===== config.mk =====
export PLATFORM = sky130hd
export DESIGN_NAME = ble_service_data_eid_extractor
export DESIGN_NICKNAME = d
export VERILOG_FILES = /design/src/bsde_pkg.sv /design/src/ble_service_data_eid_extractor.sv /design/src/bsde_parser.sv /design/src/bsde_emitter.sv
export SDC_FILE = /design/constraint.sdc
export NUM_CORES = 1
export LEC_CHECK = 0
export ABC_AREA = 1
export BUFFER_PORTS_ARGS = -buffer_cell sky130_fd_sc_hd__clkbuf_2
export CORE_UTILIZATION = 55
export DETAILED_ROUTE_END_ITERATION = 10
export PLACE_DENSITY = 0.77
export SETUP_SLACK_MARGIN = 0.05
export SYNTH_ARGS = -nofsm -noshare
export SYNTH_HDL_FRONTEND = slang
export SYNTH_SLANG_ARGS = --single-unit

===== constraint.sdc =====
create_clock -name clk -period 8.6 [get_ports clk]
set_input_delay 1.72 -clock clk [delete_from_list [all_inputs] [get_ports clk]]
set_output_delay 1.72 -clock clk [all_outputs]
set_load 0.005 [all_outputs]

===== src/bsde_pkg.sv =====
// Package for the BLE service-data identifier extractor.
// Holds the transaction structs, the parse phase type and the header constants.
// No dependencies; every other file refers to it by scoped names.
package bsde_pkg;

  // Default identifier length in bytes
  localparam int EID_BYTES_DEF = 20;

  // Bytes ahead of the identifier: type, two UUID bytes, frame type
  localparam int HDR_BYTES = 4;

  // Structure header values
  localparam logic [7:0] SD_TYPE    = 8'h16;
  localparam logic [7:0] UUID_FIRST = 8'hAA;
  localparam logic [7:0] UUID_SECOND = 8'hFE;
  localparam logic [7:0] FRAME_EID  = 8'h40;
  localparam logic [7:0] FRAME_EID_ALT = 8'h41;

  // Parse phase
  typedef enum logic [1:0] {
    PH_LENGTH  = 2'd0,
    PH_ELEMENT = 2'd1,
    PH_STOPPED = 2'd2
  } phase_t;

  // One input transaction
  typedef struct packed {
    logic [7:0] payload_byte;
    logic       last_byte;
  } in_item_t;

  // One result transaction
  typedef struct packed {
    logic       found;
    logic [7:0] frame_kind;
    logic [7:0] eid_byte;
    logic [4:0] byte_index;
    logic       last_result;
  } out_item_t;

  // Parser to emitter hand-over at the end of a payload
  typedef struct packed {
    logic       fire;
    logic       found;
    logic [7:0] frame_kind;
  } load_t;

endpackage


===== src/ble_service_data_eid_extractor.sv =====
// Top level of the BLE service-data identifier extractor.
// Joins the structure parser and the result emitter; depends on bsde_pkg.
//
//   channel  direction  handshake                  payload
//   item     in         item_valid / item_stall    bsde_pkg::in_item_t
//   result   out        result_valid / result_stall bsde_pkg::out_item_t
//
// A byte is taken each cycle unless stalled; the parser updates in that cycle.
// The final byte of a payload loads the emitter, which gives one not-found result
// or EID_BYTES identifier results, one per cycle while result_stall is low.
// Non-final bytes of the next payload are taken while a run is still going out;
// a final byte is stalled until the emitter releases its last result.
// rst is synchronous and clears the parse and any pending run.
module ble_service_data_eid_extractor #(
  parameter int EID_BYTES = bsde_pkg::EID_BYTES_DEF
) (
  input  logic                clk,
  input  logic                rst,
  input  bsde_pkg::in_item_t  item,
  input  logic                item_valid,
  output logic                item_stall,
  output bsde_pkg::out_item_t result,
  output logic                result_valid,
  input  logic                result_stall
);

  bsde_pkg::load_t           load;
  logic [EID_BYTES-1:0][7:0] eid_next;
  logic                      load_ready;
  logic                      take;

  // Stall only a final byte that finds the emitter still occupied
  assign item_stall = item.last_byte && !load_ready;
  assign take       = item_valid && !item_stall;

  bsde_parser #(
    .EID_BYTES (EID_BYTES)
  ) u_parser (
    .clk      (clk),
    .rst      (rst),
    .take     (take),
    .item     (item),
    .load     (load),
    .eid_next (eid_next)
  );

  bsde_emitter #(
    .EID_BYTES (EID_BYTES)
  ) u_emitter (
    .clk          (clk),
    .rst          (rst),
    .load         (load),
    .eid_in       (eid_next),
    .result       (result),
    .result_valid (result_valid),
    .result_stall (result_stall),
    .load_ready   (load_ready)
  );

endmodule


===== src/bsde_parser.sv =====
// Length-type-data walker for the identifier extractor.
// Tracks the current structure, checks its header and captures identifier bytes.
// Depends on bsde_pkg.
module bsde_parser #(
  parameter int EID_BYTES = bsde_pkg::EID_BYTES_DEF
) (
  input  logic                          clk,
  input  logic                          rst,
  input  logic                          take,
  input  bsde_pkg::in_item_t            item,
  output bsde_pkg::load_t               load,
  output logic [EID_BYTES-1:0][7:0]     eid_next
);

  localparam logic [7:0] POS_TYPE   = 8'd1;
  localparam logic [7:0] POS_UUID0  = 8'd2;
  localparam logic [7:0] POS_UUID1  = 8'd3;
  localparam logic [7:0] POS_FRAME  = 8'd4;
  localparam logic [8:0] MIN_LENGTH = 9'(bsde_pkg::HDR_BYTES + EID_BYTES);

  bsde_pkg::phase_t phase, phase_next;
  logic [7:0] elem_len, elem_len_next;
  logic [7:0] elem_off, elem_off_next;
  logic       hdr_ok, hdr_ok_next;
  logic [7:0] cand_frame, cand_frame_next;
  logic       confirmed, confirmed_next;
  logic [EID_BYTES-1:0][7:0] store;

  logic [7:0] off_inc;
  logic       hdr_step;
  logic [7:0] frame_step;
  logic       complete;
  logic       confirmed_step;
  logic       end_of_payload;

  assign end_of_payload = take && item.last_byte;

  // Header check for the byte about to land in the current structure
  always_comb begin
    off_inc    = elem_off + 8'd1;
    hdr_step   = hdr_ok;
    frame_step = cand_frame;
    case (off_inc)
      POS_TYPE:  hdr_step = (item.payload_byte == bsde_pkg::SD_TYPE) &&
                            ({1'b0, elem_len} >= MIN_LENGTH);
      POS_UUID0: hdr_step = hdr_ok && (item.payload_byte == bsde_pkg::UUID_FIRST);
      POS_UUID1: hdr_step = hdr_ok && (item.payload_byte == bsde_pkg::UUID_SECOND);
      POS_FRAME: begin
        frame_step = item.payload_byte;
        hdr_step   = hdr_ok && ((item.payload_byte == bsde_pkg::FRAME_EID) ||
                                (item.payload_byte == bsde_pkg::FRAME_EID_ALT));
      end
      default: ;
    endcase
    complete       = (off_inc == elem_len);
    confirmed_step = confirmed ||
                     (take && (phase == bsde_pkg::PH_ELEMENT) && complete && hdr_step);
  end

  // Next phase
  always_comb begin
    phase_next = phase;
    if (take) begin
      unique case (phase)
        bsde_pkg::PH_LENGTH: begin
          phase_next = (item.payload_byte == 8'd0) ? bsde_pkg::PH_STOPPED
                                                   : bsde_pkg::PH_ELEMENT;
        end
        bsde_pkg::PH_ELEMENT: begin
          if (complete) begin
            phase_next = hdr_step ? bsde_pkg::PH_STOPPED : bsde_pkg::PH_LENGTH;
          end
        end
        bsde_pkg::PH_STOPPED: ;
        default: phase_next = bsde_pkg::PH_LENGTH;
      endcase
      if (item.last_byte) begin
        phase_next = bsde_pkg::PH_LENGTH;
      end
    end
  end

  // Structure registers; clear them at the end of every payload
  always_comb begin
    elem_len_next   = elem_len;
    elem_off_next   = elem_off;
    hdr_ok_next     = hdr_ok;
    cand_frame_next = cand_frame;
    confirmed_next  = confirmed_step;
    if (take && (phase == bsde_pkg::PH_LENGTH) && (item.payload_byte != 8'd0)) begin
      elem_len_next = item.payload_byte;
      elem_off_next = 8'd0;
      hdr_ok_next   = 1'b0;
    end
    if (take && (phase == bsde_pkg::PH_ELEMENT)) begin
      elem_off_next   = off_inc;
      hdr_ok_next     = hdr_step;
      cand_frame_next = frame_step;
    end
    if (end_of_payload) begin
      elem_len_next   = 8'd0;
      elem_off_next   = 8'd0;
      hdr_ok_next     = 1'b0;
      cand_frame_next = 8'd0;
      confirmed_next  = 1'b0;
    end
  end

  // Capture identifier bytes by their position in the structure
  always_comb begin
    eid_next = store;
    for (int k = 0; k < EID_BYTES; k++) begin
      if (take && (phase == bsde_pkg::PH_ELEMENT) && (off_inc == 8'(k + 5))) begin
        eid_next[k] = item.payload_byte;
      end
    end
  end

  // Hand the outcome to the emitter on the final byte
  always_comb begin
    load.fire       = end_of_payload;
    load.found      = confirmed_step;
    load.frame_kind = confirmed_step ? frame_step : 8'd0;
  end

  always_ff @(posedge clk) begin
    if (rst) begin
      phase      <= bsde_pkg::PH_LENGTH;
      elem_len   <= 8'd0;
      elem_off   <= 8'd0;
      hdr_ok     <= 1'b0;
      cand_frame <= 8'd0;
      confirmed  <= 1'b0;
    end else begin
      phase      <= phase_next;
      elem_len   <= elem_len_next;
      elem_off   <= elem_off_next;
      hdr_ok     <= hdr_ok_next;
      cand_frame <= cand_frame_next;
      confirmed  <= confirmed_next;
    end
  end

  // Identifier store; contents only matter after a confirmed match
  always_ff @(posedge clk) begin
    store <= eid_next;
  end

endmodule


===== src/bsde_emitter.sv =====
// Result emitter for the identifier extractor.
// Holds a snapshot of one payload outcome and shifts it out one result at a time.
// Depends on bsde_pkg.
module bsde_emitter #(
  parameter int EID_BYTES = bsde_pkg::EID_BYTES_DEF
) (
  input  logic                      clk,
  input  logic                      rst,
  input  bsde_pkg::load_t           load,
  input  logic [EID_BYTES-1:0][7:0] eid_in,
  output bsde_pkg::out_item_t       result,
  output logic                      result_valid,
  input  logic                      result_stall,
  output logic                      load_ready
);

  localparam logic [4:0] LAST_INDEX = 5'(EID_BYTES - 1);

  logic                      busy;
  logic                      found;
  logic [7:0]                frame;
  logic [4:0]                idx;
  logic [EID_BYTES-1:0][7:0] eid_buf;
  logic                      out_fire;
  logic                      out_last;

  // Present the head of the snapshot
  always_comb begin
    out_last           = !found || (idx == LAST_INDEX);
    result.found       = found;
    result.frame_kind  = frame;
    result.eid_byte    = found ? eid_buf[0] : 8'd0;
    result.byte_index  = idx;
    result.last_result = out_last;
  end

  assign result_valid = busy;
  assign out_fire     = busy && !result_stall;
  assign load_ready   = !busy || (out_fire && out_last);

  // Hold, advance or release the run
  always_ff @(posedge clk) begin
    if (rst) begin
      busy <= 1'b0;
      idx  <= 5'd0;
    end else if (load.fire) begin
      busy <= 1'b1;
      idx  <= 5'd0;
    end else if (out_fire) begin
      if (out_last) begin
        busy <= 1'b0;
      end
      idx <= idx + 5'd1;
    end
  end

  // Snapshot payload; shift one byte per delivered transaction
  always_ff @(posedge clk) begin
    if (load.fire) begin
      found   <= load.found;
      frame   <= load.frame_kind;
      eid_buf <= eid_in;
    end else if (out_fire) begin
      eid_buf <= eid_buf >> 8;
    end
  end

endmodule


; ---- Word level (Yosys, flattened, before mapping)
; Cells that the tools add are included.
[totals]
ff_bits = 363
latchBits = 0
mem_bits_rw = 0
mem_bits_ro = 0
word_cells = 177
memories = 0
[op_classes]
n_addsub = 2
mul = 0
div = 0
order_cmp = 1
n_eq_ne = 35
n_shift = 0
muxes = 37
bitwise = 0
reduce_logical = 52
[op_table]
columns = cell, count
row1 = two-way mux 160 bit, 2
row2 = two-way mux 8 bit, 24
row3 = == test 8 x 5 -> 1 bit (second input constant), 10
row4 = == test 8 x 4 -> 1 bit (second input constant), 8
row5 = logical AND 1 bit, 34
row6 = == test 8 x 3 -> 1 bit (second input constant), 4
row7 = == test 8 x 2 -> 1 bit (second input constant), 2
row8 = == test 8 x 7 -> 1 bit (second input constant), 2
row9 = == test 8 bit (second input constant), 2
row10 = adder 8 x 1 -> 8 bit (second input constant), 1
row11 = == test 8 x 1 -> 1 bit (second input constant), 1
row12 = == test 8 bit, 1
row13 = >= comparator 8 x 5 -> 1 bit (second input constant), 1
row14 = logical NOT 8 bit, 1
row15 = two-way mux 2 bit, 4
row16 = nonzero test 8 bit, 1
row17 = case mux 2 bit (3 select lines), 1
row18 = nonzero test 2 bit, 3
row19 = adder 5 x 1 -> 5 bit (second input constant), 1
row20 = == test 5 bit (second input constant), 1
row21 = logical NOT 1 bit, 5
row22 = two-way mux 1 bit, 5
row23 = logical OR 1 bit, 4
row24 = case mux 1 bit (4 select lines), 1
row25 = 8 further kinds, 8

; ---- Depth between registers and ports, before layout
[logic_depth]
ltp_word = 12
depth_mapped = 17
mapped_depth_nobuf = 17

; ---- Hierarchy
; From an unflattened synthesis, not the netlist that was laid out.
[unflattened]
hier_cells = 1565
hier_area_um2 = 14461.4
[modules_own_cells]
columns = mod, instances, cells_each, area_per_inst_um2
row1 = bsde_emitter, 1, 738, 7415.9
row2 = bsde_parser, 1, 822, 7021.7
row3 = ble_service_data_eid_extractor, 1, 5, 23.8

; ---- Least setup slack after synthesis
; No wires, ideal clock.
[synth_timing]
path_type = input port to flip-flop
startpoint = input port result_stall
endpoint = register u_emitter.eid_buf[0] (netlist name), enable pin
t_arrival_ps = 5389
t_required_ps = 7274
slack_ps = 1885
cell_stages = 8
path_buffers = 1
cell_sequence = nor2_1 > a21oi_1 > nand2_1 > nand2_2 > inv_1 > nand2_1 > clkbuf_1 > nand2_1
[synth_via]
elab_chain_len = 10
[synth_lines]
columns = item, line_no
row1 = start: declaration, ble_service_data_eid_extractor.sv:24  ; input logic result_stall
row2 = logical NOT 1 bit *, bsde_emitter.sv:38  ; assign out_fire = busy && !result_stall;
row3 = logical AND 1 bit *, bsde_emitter.sv:38
row4 = logical AND 1 bit, bsde_emitter.sv:39  ; assign load_ready = !busy || (out_fire && out_last);
row5 = logical OR 1 bit, bsde_emitter.sv:39
row6 = logical NOT 1 bit, ble_service_data_eid_extractor.sv:33  ; assign item_stall = item.last_byte && !load_ready;
row7 = logical AND 1 bit, ble_service_data_eid_extractor.sv:33
row8 = logical NOT 1 bit, ble_service_data_eid_extractor.sv:34  ; assign take = item_valid && !item_stall;
row9 = logical AND 1 bit, ble_service_data_eid_extractor.sv:34
row10 = logical AND 1 bit, bsde_parser.sv:36  ; assign end_of_payload = take && item.last_byte;
row11 = nonzero test 2 bit (no line) *, n/a
row12 = end signal: assignment, bsde_emitter.sv:62  ; eid_buf <= eid_in;
row13 = end signal: assignment, bsde_emitter.sv:64  ; eid_buf <= eid_buf >> 8;
row14 = end: declaration, bsde_emitter.sv:23  ; logic [EID_BYTES-1:0][7:0] eid_buf;
; Mark *: on every way between the ends. The rest lies on a longest branch, timed or not.
; A chain may end at the register's enable or synchronous reset.

; ---- Worst setup path in the final report
[layout_timing]
startpoint = input port result_stall
endpoint = output port item_stall
[layout_via]
elab_chain_len = 6
[layout_lines]
columns = item, line_no
row1 = logical NOT 1 bit, bsde_emitter.sv:38
row2 = logical AND 1 bit, bsde_emitter.sv:38
row3 = logical AND 1 bit, bsde_emitter.sv:39
row4 = logical OR 1 bit, bsde_emitter.sv:39
row5 = logical NOT 1 bit, ble_service_data_eid_extractor.sv:33
row6 = logical AND 1 bit, ble_service_data_eid_extractor.sv:33
row7 = end: declaration, ble_service_data_eid_extractor.sv:21  ; output logic item_stall,
; No other way between the ends.

==> results.toml <==
[clock_network]
clkSinkCount = 363
post_cts_resized = 0
cts_setup_buffers = 0
htreeDepth = 2
root_buffer = "clkbuf_16"
clock_latency_ns = 0.51
tritoncts = "built"
clk_pin_slew_ns = 0.06
cts.path.max_buffers = 3
cts_buffers = 35
cts_hold_buf = 0

[detailed_routing]
dr.pass1.iters = 5
dr_wl_met2_um = 14100
drt-initial-drc-count = 932
ant_nets = 0
drc = 0
vias = 10100
post_drt_wl_per_cell_um = 15.0
routed.top_layer = "met4"
routed_wl_um = 29000
vias_per_cell = 5.26
wl_met1_um = 13300
met3_length_um = 1140

[cells_and_area]
diodes = 0
finalNonFillerCells = 1926
postLayoutCoreUtil = 0.623
fin_nets = 1589
drive_gt1_frac = 0.0952
area_growth_pct = 10.0

[worst_setup_path]
worstPathRequired_ns = 6.88
crit_family = "simple AND/OR/NAND/NOR gates"
cp_num_buf_inv = 3
worstSetupEndpointType = "output port"
cp.depth = 6
reg2reg_to = "u_emitter.eid_buf[75]"
path_class = "in -> out"
worstPathArrival_ns = 2.44
startpoint_type = "input pin"
critical_path.endpoint = "item_stall"
crit_path_frequent_cell = "clkbuf_2"
crit_chain = "clkbuf_2 > nor2_1 > a21oi_1 > nand2_1 > inv_1 > clkbuf_2"
timing.rr.start = "u_emitter.found"
critPathMaxStageDelay_ns = 0.25
r2r_slack_ns = 5.03
crit_slowest_cell = "nor2_1"
startpoint = "result_stall"
cp_max_fo = 5
reg2reg_depth = 9

[pwr]
switching_power_uw = 788
comb_power_share = 0.048
power_frac_seq = 0.516
pwr-share-clk = 0.436
power_density_nw_per_um2 = 233
p_sw_frac = 0.213
leakagePower_uw = 0.00652
ir_drop_v = 0.000176
p_int_uw = 2920

[global_route]
grt_pass1_wl_um = 47700
grt_usage = 0.222
grt_max_degree = 125
grt_pass1_vias = 9622
antenna_found_initial = 0
grt-ovfl-total = 0

[worst_hold_path]
hold_class = "reg -> reg"

[logic_synthesis]
syn_area_um2 = 14400
ys_seq_area_frac = 0.621
ys_warn_count = 0
postSynthAreaPerCell_um2 = 9.17
synth_cell_types = 41
ys_ff_latch = 363
syn_inst = 1573
synth_nets = 1592

[floorplanning]
core_area_um2 = 25500
start_util = 0.567
die_h_um = 164
dieArea_um2 = 26900
die_w_um = 164
row_count = 58
boundaryPins = 38

[timing]
finalClockSkew_ns = 0.0164
rsz0062_at_grt = "no"
tns_ns = 0
setup_viol = 0
whs_ns = 0.446
finalHoldViolCount = 0
period_minus_slack_ns = 4.16
final.period_utilization = 0.484
drv_slew = 0
slew_headroom = 0.217
fmax_mhz = 240
tightest_slew_ns = 1.17

[placed_design]
portBuffers = 37
gp_congestion = 0.850
dp_hpwl_um = 16800
placedCellCount = 1863

[run]
drv_cap = 0

[run_status]
status = "complete, no violations"
-- logic make-up after synthesis --
group / share of synthesized area
AO/OA/AOI/OAI: 0.0885
XOR/XNOR: 0.00425
adder cells (fa/ha/maj): 0.00520
buffers and inverters: 0.0518
flip-flops: 0.621
AND/OR/NAND/NOR: 0.229
-- cell type report --
cell class / count / area, µm²
clock buffers: 49 / 1020
inverters: 82 / 313
clock inverters: 14 / 198
well taps: 330 / 413
multi-input cells: 1046 / 4740
repair buffers: 42 / 235
flip-flops and latches: 363 / 8960
fillers: 2055 / 9590
-- how the worst min path moves through the flow --
| stage | start | to | slack [ns] | depth (start not counted) |
|---|---|---|---|---|
| CTS | u_parser.store[46] | u_parser.store[46] | 0.45 | 2 |
| global placement | u_parser.store[115] | u_parser.store[115] | 0.43 | 2 |
| global route | u_parser.store[70] | u_parser.store[70] | 0.47 | 2 |
| finish | u_parser.store[62] | u_parser.store[62] | 0.45 | 2 |
| detailed placement | u_parser.store[46] | u_parser.store[46] | 0.43 | 2 |
| floorplan | u_parser.store[100] | u_parser.store[100] | 0.42 | 2 |
-- metrics by stage --
step / instance area, µm² / total power, µW / setup WS [ns]
6_report: 15900 / 3710 / 4.44
5_1_grt: 15900 / 3820 / 4.11
4_1_cts: 15900 / 3730 / 4.44
3_5_place_dp: 14700 / 2130 / 3.93
3_3_place_gp: 14700 / 2120 / 3.95
2_1_floorplan: 14400 / 2080 / 1.88
-- synth_stat cells (all sizes together) --
cell / number / share of area
a21oi: 46 / 0.016
nand3b: 1 / 0.00052
nand2: 711 / 0.19
o2111ai: 1 / 0.00061
inv: 81 / 0.021
xor2: 5 / 0.0030
buf: 46 / 0.021
nor4: 1 / 0.00043
edfxtp: 169 / 0.35
o211ai: 8 / 0.0042
clkbuf: 36 / 0.0094
nor2: 43 / 0.013
dfxtp: 194 / 0.27
xnor2: 2 / 0.0012
o21ai: 174 / 0.066
o21bai: 1 / 0.00052
nand3: 25 / 0.018
o31ai: 1 / 0.0015
and3b: 1 / 0.00061
clkinv: 1 / 0.00026
ha: 6 / 0.0052
nand4: 4 / 0.0038
or2: 1 / 0.00043
nor3b: 1 / 0.00052
nor3: 14 / 0.0049
-- worst min-delay path: stages (launching register included) --
cell and delay [ns]:
dfxtp_1 0.31, nand2_1 0.06, o21ai_2 0.05
-- metal layers --
layer,up-vias,track usage
met3,41,0.0285
met2,198,0.370
met4,0,0.0652
met1,4781,0.303
met5,-,0
li1,5104,-
-- layout by cell type (no fill, tap or decap), types with 2 or more instances in the layout --
master,synthesis,routed
nand2_4,1,3
nand3_1,12,12
bufinv_16,0,5
edfxtp_1,169,169
inv_4,1,2
clkbuf_8,0,3
clkinv_1,1,4
o211ai_1,8,8
nand4_4,2,2
clkbuf_1,36,8
buf_4,2,4
nor2_1,39,39
xnor2_1,2,2
nor3_1,14,14
clkinv_2,0,4
nand2_1,700,698
inv_1,79,78
nor2_2,2,2
xor2_1,5,5
dfxtp_1,194,194
clkbuf_2,0,37
clkbuf_16,0,38
a21oi_1,46,46
nand3_4,9,9
nand3_2,4,4
nand2_2,10,10
o21ai_2,21,21
o21ai_1,80,80
o21ai_0,73,73
nand4_1,2,2
ha_1,6,6
-- state kept, by name, summed over array words and instances (netlist names) --
register                count
u_emitter.eid_buf         160
u_parser.store            160
u_emitter.frame             8
u_parser.cand_frame         8
u_parser.elem_len           8
u_parser.elem_off           8
u_emitter.idx               5
u_parser.phase              2
u_emitter.found             1
u_emitter.result_valid      1
u_parser.confirmed          1
u_parser.hdr_ok             1
-- power by group through the flow --
stage               logic [µW]  registers, µW  clock network [µW]
finish                     179           1910                1620
global route               202           1920                1710
CTS                        180           1910                1640
detailed placement         179           1950                   0
global placement           174           1950                   0
floorplan                  127           1950                   0
Power figures use the tool's default switching activity.
